$ cat src/rtl/mnva_pkg.sv
// Package: shared constants, types and the semitone table for the MIDI voice allocator.
`default_nettype none
package mnva_pkg;

    localparam int VOICE_COUNT = 16;
    localparam int VIDX_W      = (VOICE_COUNT > 1) ? $clog2(VOICE_COUNT) : 1;
    localparam int VOICE_W     = 4;
    localparam int NOTE_W      = 7;
    localparam int FREQ_W      = 16;
    localparam int WAVE_W      = 5;
    localparam int STEP_W      = 3;

    // MIDI byte classes
    localparam logic [7:0] RT_MIN      = 8'hF8;
    localparam logic [7:0] CHAN_MAX    = 8'hEF;
    localparam logic [7:0] HI3_MASK    = 8'hE0;
    localparam logic [7:0] ONE_BYTE_HI = 8'hC0;
    localparam logic [3:0] MSG_NOTE_OFF = 4'h8;
    localparam logic [3:0] MSG_NOTE_ON  = 4'h9;
    localparam logic [1:0] LEN_ONE      = 2'd1;
    localparam logic [1:0] LEN_TWO      = 2'd2;

    // voice register offsets
    localparam logic [2:0] REG_CONTROL = 3'd0;
    localparam logic [2:0] REG_WAVE    = 3'd1;
    localparam logic [2:0] REG_FREQ_LO = 3'd2;
    localparam logic [2:0] REG_FREQ_HI = 3'd3;
    localparam logic [2:0] REG_START   = 3'd4;
    localparam logic [2:0] REG_ENV     = 3'd5;

    localparam logic [7:0] CTRL_OFF   = 8'd0;
    localparam logic [7:0] CTRL_KEYON = 8'd3;
    localparam logic [7:0] START_VAL  = 8'd0;
    localparam logic [7:0] ENV_VAL    = 8'd1;

    localparam logic [STEP_W-1:0] STEP_LAST = 3'd6;

    // octave split: note / 12 as (note * 43) >> 9, exact for 7-bit notes
    localparam logic [5:0] DIV12_MUL   = 6'd43;
    localparam int         DIV12_SHIFT = 9;
    localparam logic [3:0] OCT_REF     = 4'd5;

    typedef enum logic [1:0] {
        ST_IDLE,
        ST_SCAN,
        ST_DECIDE,
        ST_EMIT
    } alloc_state_t;

    typedef struct packed {
        logic              valid;
        logic              note_on;
        logic [NOTE_W-1:0] note;
    } note_event_t;

    function automatic logic [FREQ_W-1:0] semitone(input logic [3:0] idx);
        logic [FREQ_W-1:0] f;
        case (idx)
            4'd0:    f = 16'd3691;
            4'd1:    f = 16'd3911;
            4'd2:    f = 16'd4148;
            4'd3:    f = 16'd4397;
            4'd4:    f = 16'd4658;
            4'd5:    f = 16'd4935;
            4'd6:    f = 16'd5228;
            4'd7:    f = 16'd5539;
            4'd8:    f = 16'd5868;
            4'd9:    f = 16'd6217;
            4'd10:   f = 16'd6586;
            4'd11:   f = 16'd6976;
            default: f = 16'd0;
        endcase
        return f;
    endfunction

endpackage
`default_nettype wire

$ cat src/rtl/mnva_parser.sv
// Running-status MIDI parser: turns accepted bytes into note on / note off events.
`default_nettype none
module mnva_parser
    import mnva_pkg::*;
(
    input  wire logic        clk,
    input  wire logic        rst_n,
    input  wire logic        accept,
    input  wire logic [7:0]  midi_in,
    output note_event_t      ev
);

    logic [7:0]        running_status_reg, running_status_next;
    logic [1:0]        message_length_reg, message_length_next;
    logic [1:0]        byte_count_reg, byte_count_next;
    logic [NOTE_W-1:0] first_data_reg, first_data_next;
    logic [1:0]        count_inc;
    logic [NOTE_W-1:0] note_cur;

    always_comb
    begin
        running_status_next = running_status_reg;
        message_length_next = message_length_reg;
        byte_count_next     = byte_count_reg;
        first_data_next     = first_data_reg;
        count_inc           = byte_count_reg + 2'd1;
        note_cur            = (byte_count_reg == 2'd0) ? midi_in[NOTE_W-1:0] : first_data_reg;
        ev                  = '0;
        if (accept && midi_in < RT_MIN)
        begin
            if (midi_in[7])
            begin
                byte_count_next = 2'd0;
                if (midi_in <= CHAN_MAX)
                begin
                    running_status_next = midi_in;
                    message_length_next = ((midi_in & HI3_MASK) == ONE_BYTE_HI) ? LEN_ONE : LEN_TWO;
                end
                else
                begin
                    running_status_next = 8'd0;
                end
            end
            else if (running_status_reg != 8'd0)
            begin
                first_data_next = note_cur;
                if (count_inc < message_length_reg)
                begin
                    byte_count_next = count_inc;
                end
                else
                begin
                    byte_count_next = 2'd0;
                    ev.note         = note_cur;
                    if (running_status_reg[7:4] == MSG_NOTE_OFF)
                    begin
                        ev.valid = 1'b1;
                    end
                    else if (running_status_reg[7:4] == MSG_NOTE_ON)
                    begin
                        ev.valid   = 1'b1;
                        ev.note_on = (midi_in != 8'd0);
                    end
                end
            end
        end
    end

    always_ff @(posedge clk or negedge rst_n)
    begin
        if (!rst_n)
        begin
            running_status_reg <= 8'd0;
            message_length_reg <= 2'd0;
            byte_count_reg     <= 2'd0;
            first_data_reg     <= '0;
        end
        else
        begin
            running_status_reg <= running_status_next;
            message_length_reg <= message_length_next;
            byte_count_reg     <= byte_count_next;
            first_data_reg     <= first_data_next;
        end
    end

endmodule
`default_nettype wire

$ cat src/rtl/mnva_freq.sv
// Note-to-frequency: semitone table shifted by octave, truncated to 16 bits.
`default_nettype none
module mnva_freq
    import mnva_pkg::*;
(
    input  wire logic [NOTE_W-1:0] note,
    output logic [FREQ_W-1:0]      freq
);

    logic [12:0]       prod;
    logic [3:0]        octave;
    logic [NOTE_W-1:0] oct_x12;
    logic [NOTE_W-1:0] rem;
    logic [FREQ_W-1:0] base;
    logic [20:0]       shifted;

    always_comb
    begin
        prod    = 13'(note) * 13'(DIV12_MUL);
        octave  = prod[DIV12_SHIFT +: 4];
        oct_x12 = NOTE_W'({octave, 3'b000}) + NOTE_W'({octave, 2'b00});
        rem     = note - oct_x12;
        base    = semitone(rem[3:0]);
        if (octave >= OCT_REF)
            shifted = 21'(base) << (octave - OCT_REF);
        else
            shifted = 21'(base) >> (OCT_REF - octave);
        freq = shifted[FREQ_W-1:0];
    end

endmodule
`default_nettype wire

$ cat src/rtl/mnva_alloc.sv
// Voice allocator: sequencer scanning the voice table one voice per cycle, then emitting any writes.
`default_nettype none
module mnva_alloc
    import mnva_pkg::*;
(
    input  wire logic              clk,
    input  wire logic              rst_n,
    input  wire note_event_t       ev,
    input  wire logic [WAVE_W-1:0] wave_sel,
    output logic                   busy,
    output logic                   write_valid,
    input  wire logic              write_stall,
    output logic [VOICE_W-1:0]     voice_number,
    output logic [2:0]             register_offset,
    output logic [7:0]             data_byte,
    output logic                   last
);

    alloc_state_t state_reg, state_next;

    logic [VIDX_W-1:0]      scan_idx_reg;
    logic [NOTE_W-1:0]      note_reg;
    logic                   on_reg;
    logic                   hit_found_reg;
    logic [VIDX_W-1:0]      hit_idx_reg;
    logic                   free_found_reg;
    logic [VIDX_W-1:0]      free_idx_reg;
    logic [VIDX_W-1:0]      sel_reg;
    logic [FREQ_W-1:0]      freq_reg;
    logic [STEP_W-1:0]      step_reg;
    logic [VOICE_COUNT-1:0] voice_active_reg;
    logic [NOTE_W-1:0]      voice_note_reg [VOICE_COUNT];
    logic                   wr_valid_reg;
    logic [VOICE_W-1:0]     wr_voice_reg;
    logic [2:0]             wr_offset_reg;
    logic [7:0]             wr_data_reg;
    logic                   wr_last_reg;

    logic              scan_end;
    logic              match;
    logic [VIDX_W-1:0] sel_next;
    logic [FREQ_W-1:0] freq;
    logic              load;
    logic              step_last;
    logic [2:0]        cur_offset;
    logic [7:0]        cur_data;

    mnva_freq u_freq (
        .note (note_reg),
        .freq (freq)
    );

    assign scan_end = (scan_idx_reg == VIDX_W'(VOICE_COUNT - 1));
    assign match    = voice_active_reg[scan_idx_reg] && (voice_note_reg[scan_idx_reg] == note_reg);

    always_comb
    begin
        state_next = state_reg;
        case (state_reg)
            ST_IDLE:   if (ev.valid) state_next = ST_SCAN;
            ST_SCAN:   if (scan_end) state_next = ST_DECIDE;
            ST_DECIDE: state_next = (on_reg || hit_found_reg) ? ST_EMIT : ST_IDLE;
            ST_EMIT:   if (load && step_last) state_next = ST_IDLE;
            default:   state_next = ST_IDLE;
        endcase
    end

    always_comb
    begin
        busy      = (state_reg != ST_IDLE);
        load      = (state_reg == ST_EMIT) && (!wr_valid_reg || !write_stall);
        step_last = !on_reg || (step_reg == STEP_LAST);
        if (!on_reg)
            sel_next = hit_idx_reg;
        else if (hit_found_reg)
            sel_next = hit_idx_reg;
        else if (free_found_reg)
            sel_next = free_idx_reg;
        else
            sel_next = '0;
        cur_offset = REG_CONTROL;
        cur_data   = CTRL_OFF;
        if (on_reg)
        begin
            case (step_reg)
                3'd0:
                begin
                    cur_offset = REG_CONTROL;
                    cur_data   = CTRL_OFF;
                end
                3'd1:
                begin
                    cur_offset = REG_WAVE;
                    cur_data   = 8'(wave_sel);
                end
                3'd2:
                begin
                    cur_offset = REG_FREQ_LO;
                    cur_data   = freq_reg[7:0];
                end
                3'd3:
                begin
                    cur_offset = REG_FREQ_HI;
                    cur_data   = freq_reg[15:8];
                end
                3'd4:
                begin
                    cur_offset = REG_START;
                    cur_data   = START_VAL;
                end
                3'd5:
                begin
                    cur_offset = REG_ENV;
                    cur_data   = ENV_VAL;
                end
                3'd6:
                begin
                    cur_offset = REG_CONTROL;
                    cur_data   = CTRL_KEYON;
                end
                default:
                begin
                    cur_offset = REG_CONTROL;
                    cur_data   = CTRL_OFF;
                end
            endcase
        end
    end

    always_ff @(posedge clk or negedge rst_n)
    begin
        if (!rst_n)
        begin
            state_reg        <= ST_IDLE;
            scan_idx_reg     <= '0;
            on_reg           <= 1'b0;
            hit_found_reg    <= 1'b0;
            free_found_reg   <= 1'b0;
            step_reg         <= '0;
            voice_active_reg <= '0;
            wr_valid_reg     <= 1'b0;
        end
        else
        begin
            state_reg <= state_next;
            case (state_reg)
                ST_IDLE:
                begin
                    if (ev.valid)
                    begin
                        on_reg         <= ev.note_on;
                        scan_idx_reg   <= '0;
                        hit_found_reg  <= 1'b0;
                        free_found_reg <= 1'b0;
                    end
                end
                ST_SCAN:
                begin
                    scan_idx_reg <= scan_idx_reg + VIDX_W'(1);
                    if (match && !hit_found_reg)
                        hit_found_reg <= 1'b1;
                    if (!voice_active_reg[scan_idx_reg] && !free_found_reg)
                        free_found_reg <= 1'b1;
                end
                ST_DECIDE:
                begin
                    step_reg <= '0;
                    if (on_reg)
                        voice_active_reg[sel_next] <= 1'b1;
                    else if (hit_found_reg)
                        voice_active_reg[hit_idx_reg] <= 1'b0;
                end
                ST_EMIT:
                begin
                    if (load)
                        step_reg <= step_reg + STEP_W'(1);
                end
                default:
                begin
                    step_reg <= '0;
                end
            endcase
            if (load)
                wr_valid_reg <= 1'b1;
            else if (!write_stall)
                wr_valid_reg <= 1'b0;
        end
    end

    always_ff @(posedge clk)
    begin
        if (state_reg == ST_IDLE && ev.valid)
            note_reg <= ev.note;
        if (state_reg == ST_SCAN)
        begin
            if (match && !hit_found_reg)
                hit_idx_reg <= scan_idx_reg;
            if (!voice_active_reg[scan_idx_reg] && !free_found_reg)
                free_idx_reg <= scan_idx_reg;
        end
        if (state_reg == ST_DECIDE)
        begin
            sel_reg  <= sel_next;
            freq_reg <= freq;
            if (on_reg)
                voice_note_reg[sel_next] <= note_reg;
        end
        if (load)
        begin
            wr_voice_reg  <= VOICE_W'(sel_reg);
            wr_offset_reg <= cur_offset;
            wr_data_reg   <= cur_data;
            wr_last_reg   <= step_last;
        end
    end

    assign write_valid     = wr_valid_reg;
    assign voice_number    = wr_voice_reg;
    assign register_offset = wr_offset_reg;
    assign data_byte       = wr_data_reg;
    assign last            = wr_last_reg;

`ifndef ASSERT_OFF
    a_event_only_idle: assert property (@(posedge clk) disable iff (!rst_n)
        ev.valid |-> state_reg == ST_IDLE)
        else $error("event while allocator busy");

    a_active_only_decide: assert property (@(posedge clk) disable iff (!rst_n)
        state_reg != ST_DECIDE |=> $stable(voice_active_reg))
        else $error("voice table changed outside decide");

    a_write_from_emit: assert property (@(posedge clk) disable iff (!rst_n)
        $rose(wr_valid_reg) |-> $past(state_reg) == ST_EMIT)
        else $error("write word raised outside emit");

    a_scan_index_range: assert property (@(posedge clk) disable iff (!rst_n)
        state_reg == ST_SCAN |-> scan_idx_reg <= VIDX_W'(VOICE_COUNT - 1))
        else $error("scan index out of range");
`endif

endmodule
`default_nettype wire

$ cat src/rtl/midi_note_voice_allocator.sv
// Top level: MIDI byte parser with voice allocation driving synth register writes.
//
// Usage:
//   Input channel  midi_in / midi_valid / midi_stall: one MIDI byte per word.
//   Output channel voice_number, register_offset, data_byte, last with
//   write_valid / write_stall: one synth register write per word; last marks
//   the final write caused by a byte.
//   Config channel wave_select / cfg_valid / cfg_ready: wavetable number,
//   always ready, write only while idle.
// Flow control:
//   A byte that ends no note message is taken without raising midi_stall.
//   A note byte holds midi_stall through the voice scan and decision, then
//   through the writes (none for a note off that finds no voice, 1 for note
//   off, 7 for note on), which wait while write_stall is high. The voice
//   table is scanned one voice per cycle.
// Reset: running status cleared, all voices idle, no write pending.
// A stalled output word holds; while writes remain, the block waits in its emit phase.
`default_nettype none
module midi_note_voice_allocator
    import mnva_pkg::*;
(
    input  wire logic              clk,
    input  wire logic              rst_n,
    input  wire logic [7:0]        midi_in,
    input  wire logic              midi_valid,
    output logic                   midi_stall,
    output logic [VOICE_W-1:0]     voice_number,
    output logic [2:0]             register_offset,
    output logic [7:0]             data_byte,
    output logic                   last,
    output logic                   write_valid,
    input  wire logic              write_stall,
    input  wire logic [WAVE_W-1:0] wave_select,
    input  wire logic              cfg_valid,
    output logic                   cfg_ready
);

    logic              busy;
    logic              accept;
    note_event_t       ev;
    logic [WAVE_W-1:0] wave_select_reg;

    assign cfg_ready  = 1'b1;
    assign midi_stall = busy;
    assign accept     = midi_valid && !busy;

    always_ff @(posedge clk or negedge rst_n)
    begin
        if (!rst_n)
            wave_select_reg <= '0;
        else if (cfg_valid && cfg_ready)
            wave_select_reg <= wave_select;
    end

    mnva_parser u_parser (
        .clk     (clk),
        .rst_n   (rst_n),
        .accept  (accept),
        .midi_in (midi_in),
        .ev      (ev)
    );

    mnva_alloc u_alloc (
        .clk             (clk),
        .rst_n           (rst_n),
        .ev              (ev),
        .wave_sel        (wave_select_reg),
        .busy            (busy),
        .write_valid     (write_valid),
        .write_stall     (write_stall),
        .voice_number    (voice_number),
        .register_offset (register_offset),
        .data_byte       (data_byte),
        .last            (last)
    );

endmodule
`default_nettype wire
$ cat config.mk
export PLATFORM = sky130hd
export DESIGN_NAME = midi_note_voice_allocator
export DESIGN_NICKNAME = d
export VERILOG_FILES = /design/src/rtl/mnva_pkg.sv /design/src/rtl/mnva_parser.sv /design/src/rtl/mnva_freq.sv /design/src/rtl/mnva_alloc.sv /design/src/rtl/midi_note_voice_allocator.sv
export SDC_FILE = /design/constraint.sdc
export NUM_CORES = 1
export LEC_CHECK = 0
export BUFFER_PORTS_ARGS = -buffer_cell sky130_fd_sc_hd__buf_4
export CAP_MARGIN = 0
export CELL_PAD_IN_SITES_DETAIL_PLACEMENT = 1
export CELL_PAD_IN_SITES_GLOBAL_PLACEMENT = 2
export CORE_UTILIZATION = 25
export CTS_CLUSTER_SIZE = 24
export DETAILED_ROUTE_END_ITERATION = 8
export GPL_TIMING_DRIVEN = 0
export MAX_ROUTING_LAYER = met4
export PLACE_DENSITY = 0.61
export SLEW_MARGIN = 10
export SYNTH_ARGS = -nofsm -noshare
export SYNTH_HDL_FRONTEND = slang
export SYNTH_SLANG_ARGS = --single-unit
$ cat constraint.sdc
create_clock -name clk -period 8 [get_ports clk]
set_input_delay 0.8 -clock clk [delete_from_list [all_inputs] [get_ports clk]]
set_output_delay 0.8 -clock clk [all_outputs]
set_load 0.02 [all_outputs]
==> flow_metrics.py, run 1 <==
metrics = {
    "status": {
        "outcome": "completed",
    },
    "logic_synthesis": {
        "syn-num-nets": 1000,
        "synth_edf_count": 163,
        "ys_seq_area_share_pct": 54.4,
        "syn-cell-area_mm2": 0.0114,
        "ys_ff_latch": 216,
        "yosysMostFrequentCell": "edfxtp_1",
        "synthesis.instances": 925,
        "synthTopCellsByArea": "edfxtp_1 (43%), dfrtp_1 (12%), ha_1 (5.6%), mux4_2 (5.1%), mux2i_1 (4.8%)",
        "yosys_warnings": 0,
        "synth_ff_type": "edfxtp_1",
        "async_flop_share_pct": 24.5,
        "yosys.cell_types.count": 87,
        "synth_area_per_cell_um2": 12.4,
        "synth_common_cells": "edfxtp_1 (163), nand2_1 (84), o21ai_0 (68), nor2_1 (59), mux2i_1 (55)",
        "synth_top_area_share_pct": 42.8,
        "yosys.area.top_type": "edfxtp_1",
    },
    "global_routing": {
        "globalRouteMet2Util_pct": 22.7,
        "grt_pass1_wl_mm": 48.7,
        "overflow": 0,
        "grtUsageMet3_pct": 1.25,
        "met1_usage_pct": 17.8,
        "grt_usage_pct": 13.6,
        "grt_max_degree": 54,
        "grt_pass1_vias": 8310,
        "grt_busiest_layer": "met2",
        "antenna_found_initial": 0,
    },
    "cts": {
        "clkSlewWorstSetupHoldPaths_ns": 0.06,
        "cts_hold_buf": 0,
        "clkLatencyLatePin_ns": 0.51,
        "post-cts-setup-buffers": 0,
        "numCtsBuffers": 24,
        "cts_resized": 0,
        "cts_max_level": 1,
        "cts_tree": "done",
        "cts_sinks": 216,
        "cts_buffer_depth": 3,
        "cts.root.buffer_cell": "clkbuf_16",
    },
    "power_and_ir_drop": {
        "irDropWorstVdd_mv": 0.195,
        "power_leakage_nw": 4.95,
        "power_density_mw_per_mm2": 384,
        "design_power_total_w": 0.00508,
    },
    "routing": {
        "drtIter0Drc": 499,
        "drt-vias-per-instance": 4.77,
        "antenna_left": 0,
        "avgRoutedWirePerCell_um": 19.0,
        "routed_wl_mm": 30.4,
        "routed-via-count": 7656,
        "drc_errors": 0,
        "drtPass1Iterations": 6,
    },
    "setup_path": {
        "end_kind": "flip-flop",
        "cp.depth": 21,
        "startpoint": "u_alloc.note_reg[1]",
        "r2r_cells": 21,
        "critical_path.max_stage_delay_ns": 0.95,
        "r2r_start": "u_alloc.note_reg[1]",
        "worst_setup_path_start_kind": "flip-flop",
        "setup.worst_path.class": "reg -> reg",
        "crit_path_cell_trace": "ha_1, inv_1, fa_1, fa_1, inv_1, ha_1, a21oi_2, a21oi_1, o21a_1, nor2_4, clkbuf_1, ha_1, xor3_2, buf_4, a21oi_1, a31oi_2, a21oi_1, o21bai_1, mux2i_1, o21ai_1, a211oi_1",
        "cp_max_fo": 25,
        "crit_slowest_cell": "edfxtp_1",
        "crit_arrival_ns": 7.65,
        "required_ns": 8.33,
        "ff2ff_setup_slack_ns": 0.68,
        "timing.rr.end": "u_alloc.freq_reg[15]",
        "endpoint": "u_alloc.freq_reg[15]",
        "path_delay_family": "adder cells",
        "cp.buffers_inverters": 4,
    },
    "die": {
        "die_y_um": 216,
        "num_io_pins": 37,
        "core_area_mm2": 0.0453,
        "dieArea_mm2": 0.0466,
        "start_util_pct": 25.3,
        "placementRows": 78,
        "dieWidth_um": 216,
    },
    "cells_and_area": {
        "nFillCells": 4988,
        "drive_above_1_share_pct": 14.7,
        "nets": 1061,
        "final_util_pct": 29.2,
        "syn2layout_area_growth_pct": 15.6,
        "largest_register_ffs": 112,
        "n_antenna_cell": 0,
        "layout.cells.non_filler": 1604,
    },
    "sta": {
        "rsz0062_at_grt": "no",
        "drv_slew": 0,
        "setup_tns_ns": 0,
        "tightest_slew_ns": 0.969,
        "finClkSkew_ns": 0.0138,
        "hold_violations": 0,
        "max_freq_mhz": 137,
        "maxSlewHeadroom_pct": 34.8,
        "post-route-min-period_ns": 7.32,
        "fin_crit_sh_pct": 91.5,
        "finalSetupViolCount": 0,
    },
    "flow_run": {
        "cap_violations": 0,
    },
    "min_path": {
        "holdCritPathClass": "in -> async",
    },
    "place": {
        "placed_cells": 1560,
        "globalplace.congestion": 0.799,
        "hpwl_mm": 22.3,
        "port_buffers": 35,
    },
}
final cells by class:
type,instances,area (um^2),area share [%]
multi-input cells,630,4890,37.0
flip-flops and latches,216,6220,47.0
inverters,42,163,1.23
clock inverters,3,17.5,0.132
plain buffers,37,171,1.30
well taps,600,751,5.68
repair buffers,35,263,1.99
clock buffers,41,747,5.65
stage by stage:
| stage | worst slack, ns | hold slack, ns | instance area [um^2] |
|---|---|---|---|
| finish | 0.683 | 0.339 | 13200 |
| detailed placement | 0.613 | 0.406 | 12500 |
| CTS | 0.587 | 0.366 | 13200 |
| floorplan | 2.11 | 0.400 | 11400 |
| global route | 0.0757 | 0.398 | 13200 |
| global placement | 0.590 | 0.405 | 12500 |
placed cells by master, fill, tap and decap left out, drive strengths merged, types with 28 or more instances in the layout:
cell type and n:
dfrtp 53, a21oi 32, o21ai 78, mux2i 55
inv 40, clkbuf 60, buf 53, nand2 86
edfxtp 163, nand3 28, nor2 60, ha 51
routing by layer:
| layer | up-vias | part of all wire [%] | routed length [um] |
|---|---|---|---|
| met2 | 110 | 48 | 14700 |
| met3 | 29 | 2.8 | 845 |
| met1 | 3879 | 48 | 14500 |
| li1 | 3638 | - | - |
| met5 | - | 0 | 0 |
| met4 | 0 | 1.4 | 422 |
worst min path at each step:
| stage | start | to | slack, ns |
|---|---|---|---|
| after detailed placement | u_alloc.sel_reg[3] | u_alloc.voice_number[3] | 0.41 |
| final | rst_n | u_parser.first_data_reg[4] | 0.34 |
| after CTS | rst_n | u_parser.first_data_reg[4] | 0.37 |
| after global routing | rst_n | u_parser.first_data_reg[4] | 0.40 |
| after global placement | u_alloc.sel_reg[2] | u_alloc.voice_number[2] | 0.41 |
| after floorplan | u_alloc.sel_reg[0] | u_alloc.voice_number[0] | 0.40 |
kinds of logic (layout without fill, tap and decap cells):
logic type | count (synthesis) | after routing | share of synthesized area, %
XOR/XNOR | 18 | 18 | 1.90
AO/OA/AOI/OAI | 212 | 212 | 12.5
other | 1 | 1 | 0.0328
AND/OR/NAND/NOR | 248 | 248 | 10.4
buffers and inverters | 79 | 158 | 2.92
flip-flops | 216 | 216 | 54.4
adder cells (fa/ha/maj) | 57 | 57 | 6.63
multiplexers | 94 | 94 | 11.2
power by group:
part,total [W],internal (W),switching (W),leakage [nW]
clock network,0.00106,0.000632,0.000429,0.370
registers,0.00141,0.00133,0.0000830,2.16
logic,0.00261,0.000988,0.00162,2.41
Power figures use the tool's default switching activity.
==> run 2, diff against run 1 <==
--- a/config.mk
+++ b/config.mk
@@ -7,14 +7,12 @@
 export LEC_CHECK = 0
 export BUFFER_PORTS_ARGS = -buffer_cell sky130_fd_sc_hd__buf_4
 export CAP_MARGIN = 0
-export CELL_PAD_IN_SITES_DETAIL_PLACEMENT = 1
-export CELL_PAD_IN_SITES_GLOBAL_PLACEMENT = 2
 export CORE_UTILIZATION = 25
 export CTS_CLUSTER_SIZE = 24
 export DETAILED_ROUTE_END_ITERATION = 8
 export GPL_TIMING_DRIVEN = 0
 export MAX_ROUTING_LAYER = met4
-export PLACE_DENSITY = 0.61
+export PLACE_DENSITY = 0.51
 export SLEW_MARGIN = 10
 export SYNTH_ARGS = -nofsm -noshare
 export SYNTH_HDL_FRONTEND = slang
==> constraint.sdc (replaced) <==
create_clock -name clk -period 6.2 [get_ports clk]
set_input_delay 0.62 -clock clk [delete_from_list [all_inputs] [get_ports clk]]
set_output_delay 0.62 -clock clk [all_outputs]
set_load 0.02 [all_outputs]
==> flow_metrics.py, run 2 (synthesized netlist as in run 1, its figures left out) <==
metrics = {
    "power_and_ir_drop": {
        "p_int_w": 0.00396,
        "irDropWorstVdd_mv": 0.194,
        "design_power_total_w": 0.00669,
        "clock_power_share_pct": 21.6,
        "seq_power_share_pct": 27.1,
        "combPwrFrac_pct": 51.3,
        "power_leakage_nw": 5.10,
        "power_density_mw_per_mm2": 493,
        "power.switching_w": 0.00273,
        "sw_frac_of_total_pct": 40.8,
    },
    "place": {
        "placed_cells": 1560,
        "dpl_cell_area_mm2": 0.0125,
        "port_buffers": 35,
        "globalplace.congestion": 0.886,
        "hpwl_mm": 19.9,
    },
    "global_routing": {
        "overflow": 0,
        "grt_max_degree": 54,
        "grt_pass1_wl_mm": 47.4,
        "antenna_found_initial": 4,
        "grt_usage_pct": 13.5,
        "grt_pass1_vias": 8024,
    },
    "die": {
        "start_util_pct": 25.3,
        "placementRows": 78,
        "core_area_mm2": 0.0453,
        "die_y_um": 216,
        "dieArea_mm2": 0.0466,
        "num_io_pins": 37,
        "dieWidth_um": 216,
    },
    "cells_and_area": {
        "layout.cells.non_filler": 1633,
        "multi_input_area_mm2": 0.00497,
        "syn2layout_area_growth_pct": 18.6,
        "nFillCells": 4644,
        "final_cell_mix": "edfxtp_1 (163), nand2_1 (84), o21ai_0 (66)",
        "ff_latch_area_mm2": 0.00622,
        "largest_register_ffs": 112,
        "nets": 1087,
        "design_area_mm2": 0.0136,
        "drive_above_1_share_pct": 18.4,
        "final_common_cell": "edfxtp_1",
    },
    "cts": {
        "cts_hold_buf": 0,
        "clkSlewWorstSetupHoldPaths_ns": 0.06,
        "numCtsBuffers": 24,
        "cts_sinks": 216,
        "cts_tree": "done",
        "cts_max_level": 1,
        "cts.root.buffer_cell": "clkbuf_16",
        "clkLatencyLatePin_ns": 0.52,
        "cts_buffer_depth": 3,
    },
    "setup_path": {
        "crit_path_cell_trace": "ha_1, fa_1, inv_1, fa_1, inv_1, ha_1, or3_1, o21bai_1, o21ai_2, xor2_4, buf_6, ha_2, xnor3_2, buf_2, nand3_1, o21ai_1, mux4_2, or3_1, o2111ai_1, o311ai_1",
        "cp_max_fo": 12,
        "setup.worst_path.class": "reg -> reg",
        "end_kind": "flip-flop",
        "required_ns": 6.42,
        "worst_setup_path_start_kind": "flip-flop",
        "crit_arrival_ns": 6.15,
        "critical_path.max_stage_delay_ns": 0.53,
        "crit_slowest_cell": "fa_1",
    },
    "sta": {
        "post-route-min-period_ns": 5.93,
        "tightest_slew_ns": 1.02,
        "hold_violations": 0,
        "drv_slew": 0,
        "holdWs_ns": 0.157,
        "maxSlewHeadroom_pct": 31.5,
        "finClkSkew_ns": 0.0142,
        "fin_crit_sh_pct": 95.6,
        "rsz0062_at_grt": "no",
        "max_freq_mhz": 169,
        "finalSetupViolCount": 0,
    },
    "routing": {
        "routed-via-count": 7961,
        "drc_errors": 0,
        "drt-vias-per-instance": 4.88,
        "drtIter0Drc": 696,
        "antenna_left": 0,
        "routed_wl_mm": 30.3,
        "avgRoutedWirePerCell_um": 18.6,
        "drtPass1Iterations": 5,
    },
    "min_path": {
        "holdCritPathClass": "in -> async",
    },
    "status": {
        "outcome": "completed",
    },
    "flow_run": {
        "cap_violations": 0,
    },
}
[run 2: worst paths after layout]
path	start	endpoint	slack [ns]	depth (start not counted)
worst max-delay path	u_alloc.note_reg[2]	u_alloc.freq_reg[0]	0.27	20
worst min-delay path	rst_n	u_parser.first_data_reg[4]	0.16	1
worst max register to register	u_alloc.note_reg[2]	u_alloc.freq_reg[0]	0.27	20
worst min register to register	u_alloc.sel_reg[1]	u_alloc.voice_number[1]	0.43	0
max in group asynchronous	rst_n	wave_select_reg[2]	5.52	1
min in group clk	wave_select[2]	wave_select_reg[2]	0.35	2
[run 2: final cells by class]
cell class,instances,area share [%]
Inverter,42,1.20
Buffer,37,1.37
Antenna cell,4,0.0738
Timing Repair Buffer,61,3.38
Sequential cell,216,45.9
Tap cell,600,5.53
Multi-Input combinational cell,630,36.7
Clock inverter,15,1.14
Clock buffer,28,4.77
[run 2: metrics by stage]
| stage | worst slack, ns | TNS (ns) | utilization, % |
|---|---|---|---|
| finish | 0.272 | 0 | 30.0 |
| global route | 0.00760 | 0 | 30.0 |
| CTS | 0.000577 | 0 | 29.7 |
| detailed placement | -1.03 | -13.36 | 27.5 |
| global placement | -0.947 | -12.49 | 27.5 |
| floorplan | 0.306 | 0 | - |
[run 2: repair_timing]
item | 4_1_cts | 5_1_grt
pin swaps | 2 | 4
endpoints found under the setup margin | 16 | 16
cloned | 0 | 0
gates resized for setup | 10 | 12
setup buffers | 19 | 7
[run 2: power groups by stage]
stage,clock network [W],logic [W],registers [W]
after floorplan,0,0.00241,0.00181
after global placement,0,0.00323,0.00185
after detailed placement,0,0.00323,0.00185
after CTS,0.00148,0.00331,0.00181
after global routing,0.00153,0.00374,0.00182
final,0.00145,0.00343,0.00181
[run 2: critical path, delay by kind of cell, from the launching register on]
family / cells / cell delay (ns)
compound gates: 5 / 0.88
xor+xnor: 2 / 0.49
fa+ha+maj: 5 / 1.93
buf+inv: 4 / 0.49
flops: 1 / 0.52
mux: 1 / 0.49
simple gates: 3 / 0.84
[run 2: metal layers]
metal | global-route usage (%) | wire length [um] | up-vias
met3 | 2.80 | 1590 | 37
li1 | - | - | 3688
met5 | - | 0 | -
met2 | 21.3 | 14300 | 219
met4 | 3.78 | 506 | 0
met1 | 17.3 | 13900 | 4017
==> run 3, diff against run 2 <==
--- a/config.mk
+++ b/config.mk
@@ -8,11 +8,13 @@
 export BUFFER_PORTS_ARGS = -buffer_cell sky130_fd_sc_hd__buf_4
 export CAP_MARGIN = 0
 export CORE_UTILIZATION = 25
+export CTS_BUF_LIST = sky130_fd_sc_hd__clkbuf_8
 export CTS_CLUSTER_SIZE = 24
 export DETAILED_ROUTE_END_ITERATION = 8
 export GPL_TIMING_DRIVEN = 0
 export MAX_ROUTING_LAYER = met4
 export PLACE_DENSITY = 0.51
+export SETUP_SLACK_MARGIN = 0.5
 export SLEW_MARGIN = 10
 export SYNTH_ARGS = -nofsm -noshare
 export SYNTH_HDL_FRONTEND = slang
==> flow_metrics.py, run 3 (synthesized netlist as in run 1, its figures left out) <==
metrics = {
    "global_routing": {
        "antenna_found_initial": 2,
        "grt_max_degree": 54,
        "grt_pass1_wl_mm": 48.5,
        "grt_usage_pct": 13.8,
        "grt_pass1_vias": 8341,
        "overflow": 0,
    },
    "cells_and_area": {
        "final_cell_mix": "edfxtp_1 (163), nand2_1 (82), buf_4 (75)",
        "largest_register_ffs": 112,
        "final_common_cell": "edfxtp_1",
        "drive_above_1_share_pct": 23.1,
        "layout.cells.non_filler": 1671,
        "final_util_pct": 30.5,
        "design_area_mm2": 0.0138,
        "nets": 1118,
        "syn2layout_area_growth_pct": 20.8,
    },
    "sta": {
        "setup_slack_ns": 0.667,
        "hold_violations": 0,
        "holdWs_ns": 0.141,
        "max_freq_mhz": 181,
        "maxSlewHeadroom_pct": 22.3,
        "rsz0062_at_grt": "no",
        "finClkSkew_ns": 0.0140,
        "drv_slew": 0,
        "finalSetupViolCount": 0,
        "fin_crit_sh_pct": 89.2,
        "tightest_slew_ns": 1.16,
        "post-route-min-period_ns": 5.53,
    },
    "setup_path": {
        "cp.buffers_inverters": 6,
        "crit_arrival_ns": 5.89,
        "path_delay_family": "adder cells",
        "required_ns": 6.56,
        "crit_slowest_cell": "a31oi_1",
        "worst_setup_path_start_kind": "flip-flop",
        "crit_path_cell_trace": "buf_4, ha_1, ha_1, inv_1, fa_1, inv_1, ha_1, nand2_2, o31ai_4, buf_6, nor3_4, nor2_4, clkbuf_16, ha_2, xor3_2, buf_4, a31oi_1, nand2_1, mux4_2, o211ai_1",
        "crit_top_cell": "ha_1",
        "cp_max_fo": 7,
        "end_kind": "flip-flop",
        "setup.worst_path.class": "reg -> reg",
        "critical_path.max_stage_delay_ns": 0.56,
    },
    "die": {
        "core_area_mm2": 0.0453,
        "dieWidth_um": 216,
        "dieArea_mm2": 0.0466,
        "placementRows": 78,
        "start_util_pct": 25.3,
        "die_y_um": 216,
        "num_io_pins": 37,
    },
    "cts": {
        "clkSlewWorstSetupHoldPaths_ns": 0.06,
        "numCtsBuffers": 37,
        "clkLatencyLatePin_ns": 0.53,
        "cts_buffer_depth": 3,
        "cts_sinks": 216,
        "cts.root.buffer_cell": "clkbuf_8",
        "cts_max_level": 2,
        "cts_tree": "done",
    },
    "power_and_ir_drop": {
        "power_leakage_nw": 5.25,
        "seq_power_share_pct": 26.5,
        "power.switching_w": 0.00288,
        "p_int_w": 0.00396,
        "combPwrFrac_pct": 56.1,
        "sw_frac_of_total_pct": 42.1,
        "power_density_mw_per_mm2": 494,
        "clock_power_share_pct": 17.4,
        "irDropWorstVdd_mv": 0.211,
    },
    "place": {
        "dpl_cell_area_mm2": 0.0125,
        "hpwl_mm": 20.2,
        "globalplace.congestion": 0.875,
        "port_buffers": 35,
        "place_ws_ns": -0.732,
        "placed_cells": 1560,
    },
    "routing": {
        "antenna_left": 0,
        "avgRoutedWirePerCell_um": 18.6,
        "drc_errors": 0,
        "drtPass1Iterations": 5,
        "drtIter0Drc": 606,
        "routed_wl_mm": 31.0,
        "drt-vias-per-instance": 4.87,
        "routed-via-count": 8134,
    },
    "status": {
        "outcome": "completed",
    },
    "flow_run": {
        "cap_violations": 0,
    },
    "min_path": {
        "holdCritPathClass": "in -> async",
    },
}
==> run 3: changes by cell type in the layout (fill, tap and decap cells not counted), sizes merged <==
cell and change:
buf +17, bufinv -3, clkbuf +16, clkinv +4, clkinvlp -2, diode -3
inv +9
==> run 3: repair_timing <==
item                                   in CTS  in global routing
hold buffers                                0                  0
endpoints found under the hold margin       0                  0
buffers inserted                           38                  6
pin swaps                                  16                 16
resized for setup                          44                 34
setup endpoints to repair                  16                 16
==> run 3: area by class of cell <==
type | count | area, um^2
well taps | 600 | 751
plain buffers | 37 | 216
repair buffers | 79 | 612
multi-input cells | 630 | 5170
flip-flops and latches | 216 | 6220
clock buffers | 43 | 592
diodes | 1 | 2.50
inverters | 42 | 164
fillers | 4590 | 31500
clock inverters | 23 | 91.3
==> run 3: stage by stage <==
step | total power (W) | TNS [ns]
global route | 0.00725 | 0
global placement | 0.00510 | -8.70
CTS | 0.00669 | 0
floorplan | 0.00421 | 0
finish | 0.00683 | 0
detailed placement | 0.00509 | -8.63
==> run 3: layer usage <==
metal / track usage, % / share of wire [%]
met5: - / 0
met4: 4.55 / 2.4
met3: 1.75 / 5.3
met2: 21.7 / 47
met1: 18.3 / 46
==> run 3: path summary, 6_finish.rpt <==
check | start | to | slack (ns) | cells past startpoint
max in group asynchronous | rst_n | u_alloc.write_valid | 5.55 | 1
max | u_alloc.note_reg[5] | u_alloc.freq_reg[2] | 0.67 | 20
min | rst_n | u_parser.first_data_reg[6] | 0.14 | 1
max reg2reg | u_alloc.note_reg[5] | u_alloc.freq_reg[2] | 0.67 | 20
min reg2reg | u_alloc.sel_reg[2] | u_alloc.voice_number[2] | 0.42 | 0
min in group clk | wave_select[2] | wave_select_reg[2] | 0.32 | 2
==> run 3: power groups by stage <==
stage | logic, W | registers [W] | clock network (W)
after detailed placement | 0.00324 | 0.00185 | 0
after floorplan | 0.00240 | 0.00181 | 0
final | 0.00383 | 0.00181 | 0.00119
after global routing | 0.00415 | 0.00182 | 0.00128
after CTS | 0.00367 | 0.00181 | 0.00121
after global placement | 0.00325 | 0.00185 | 0
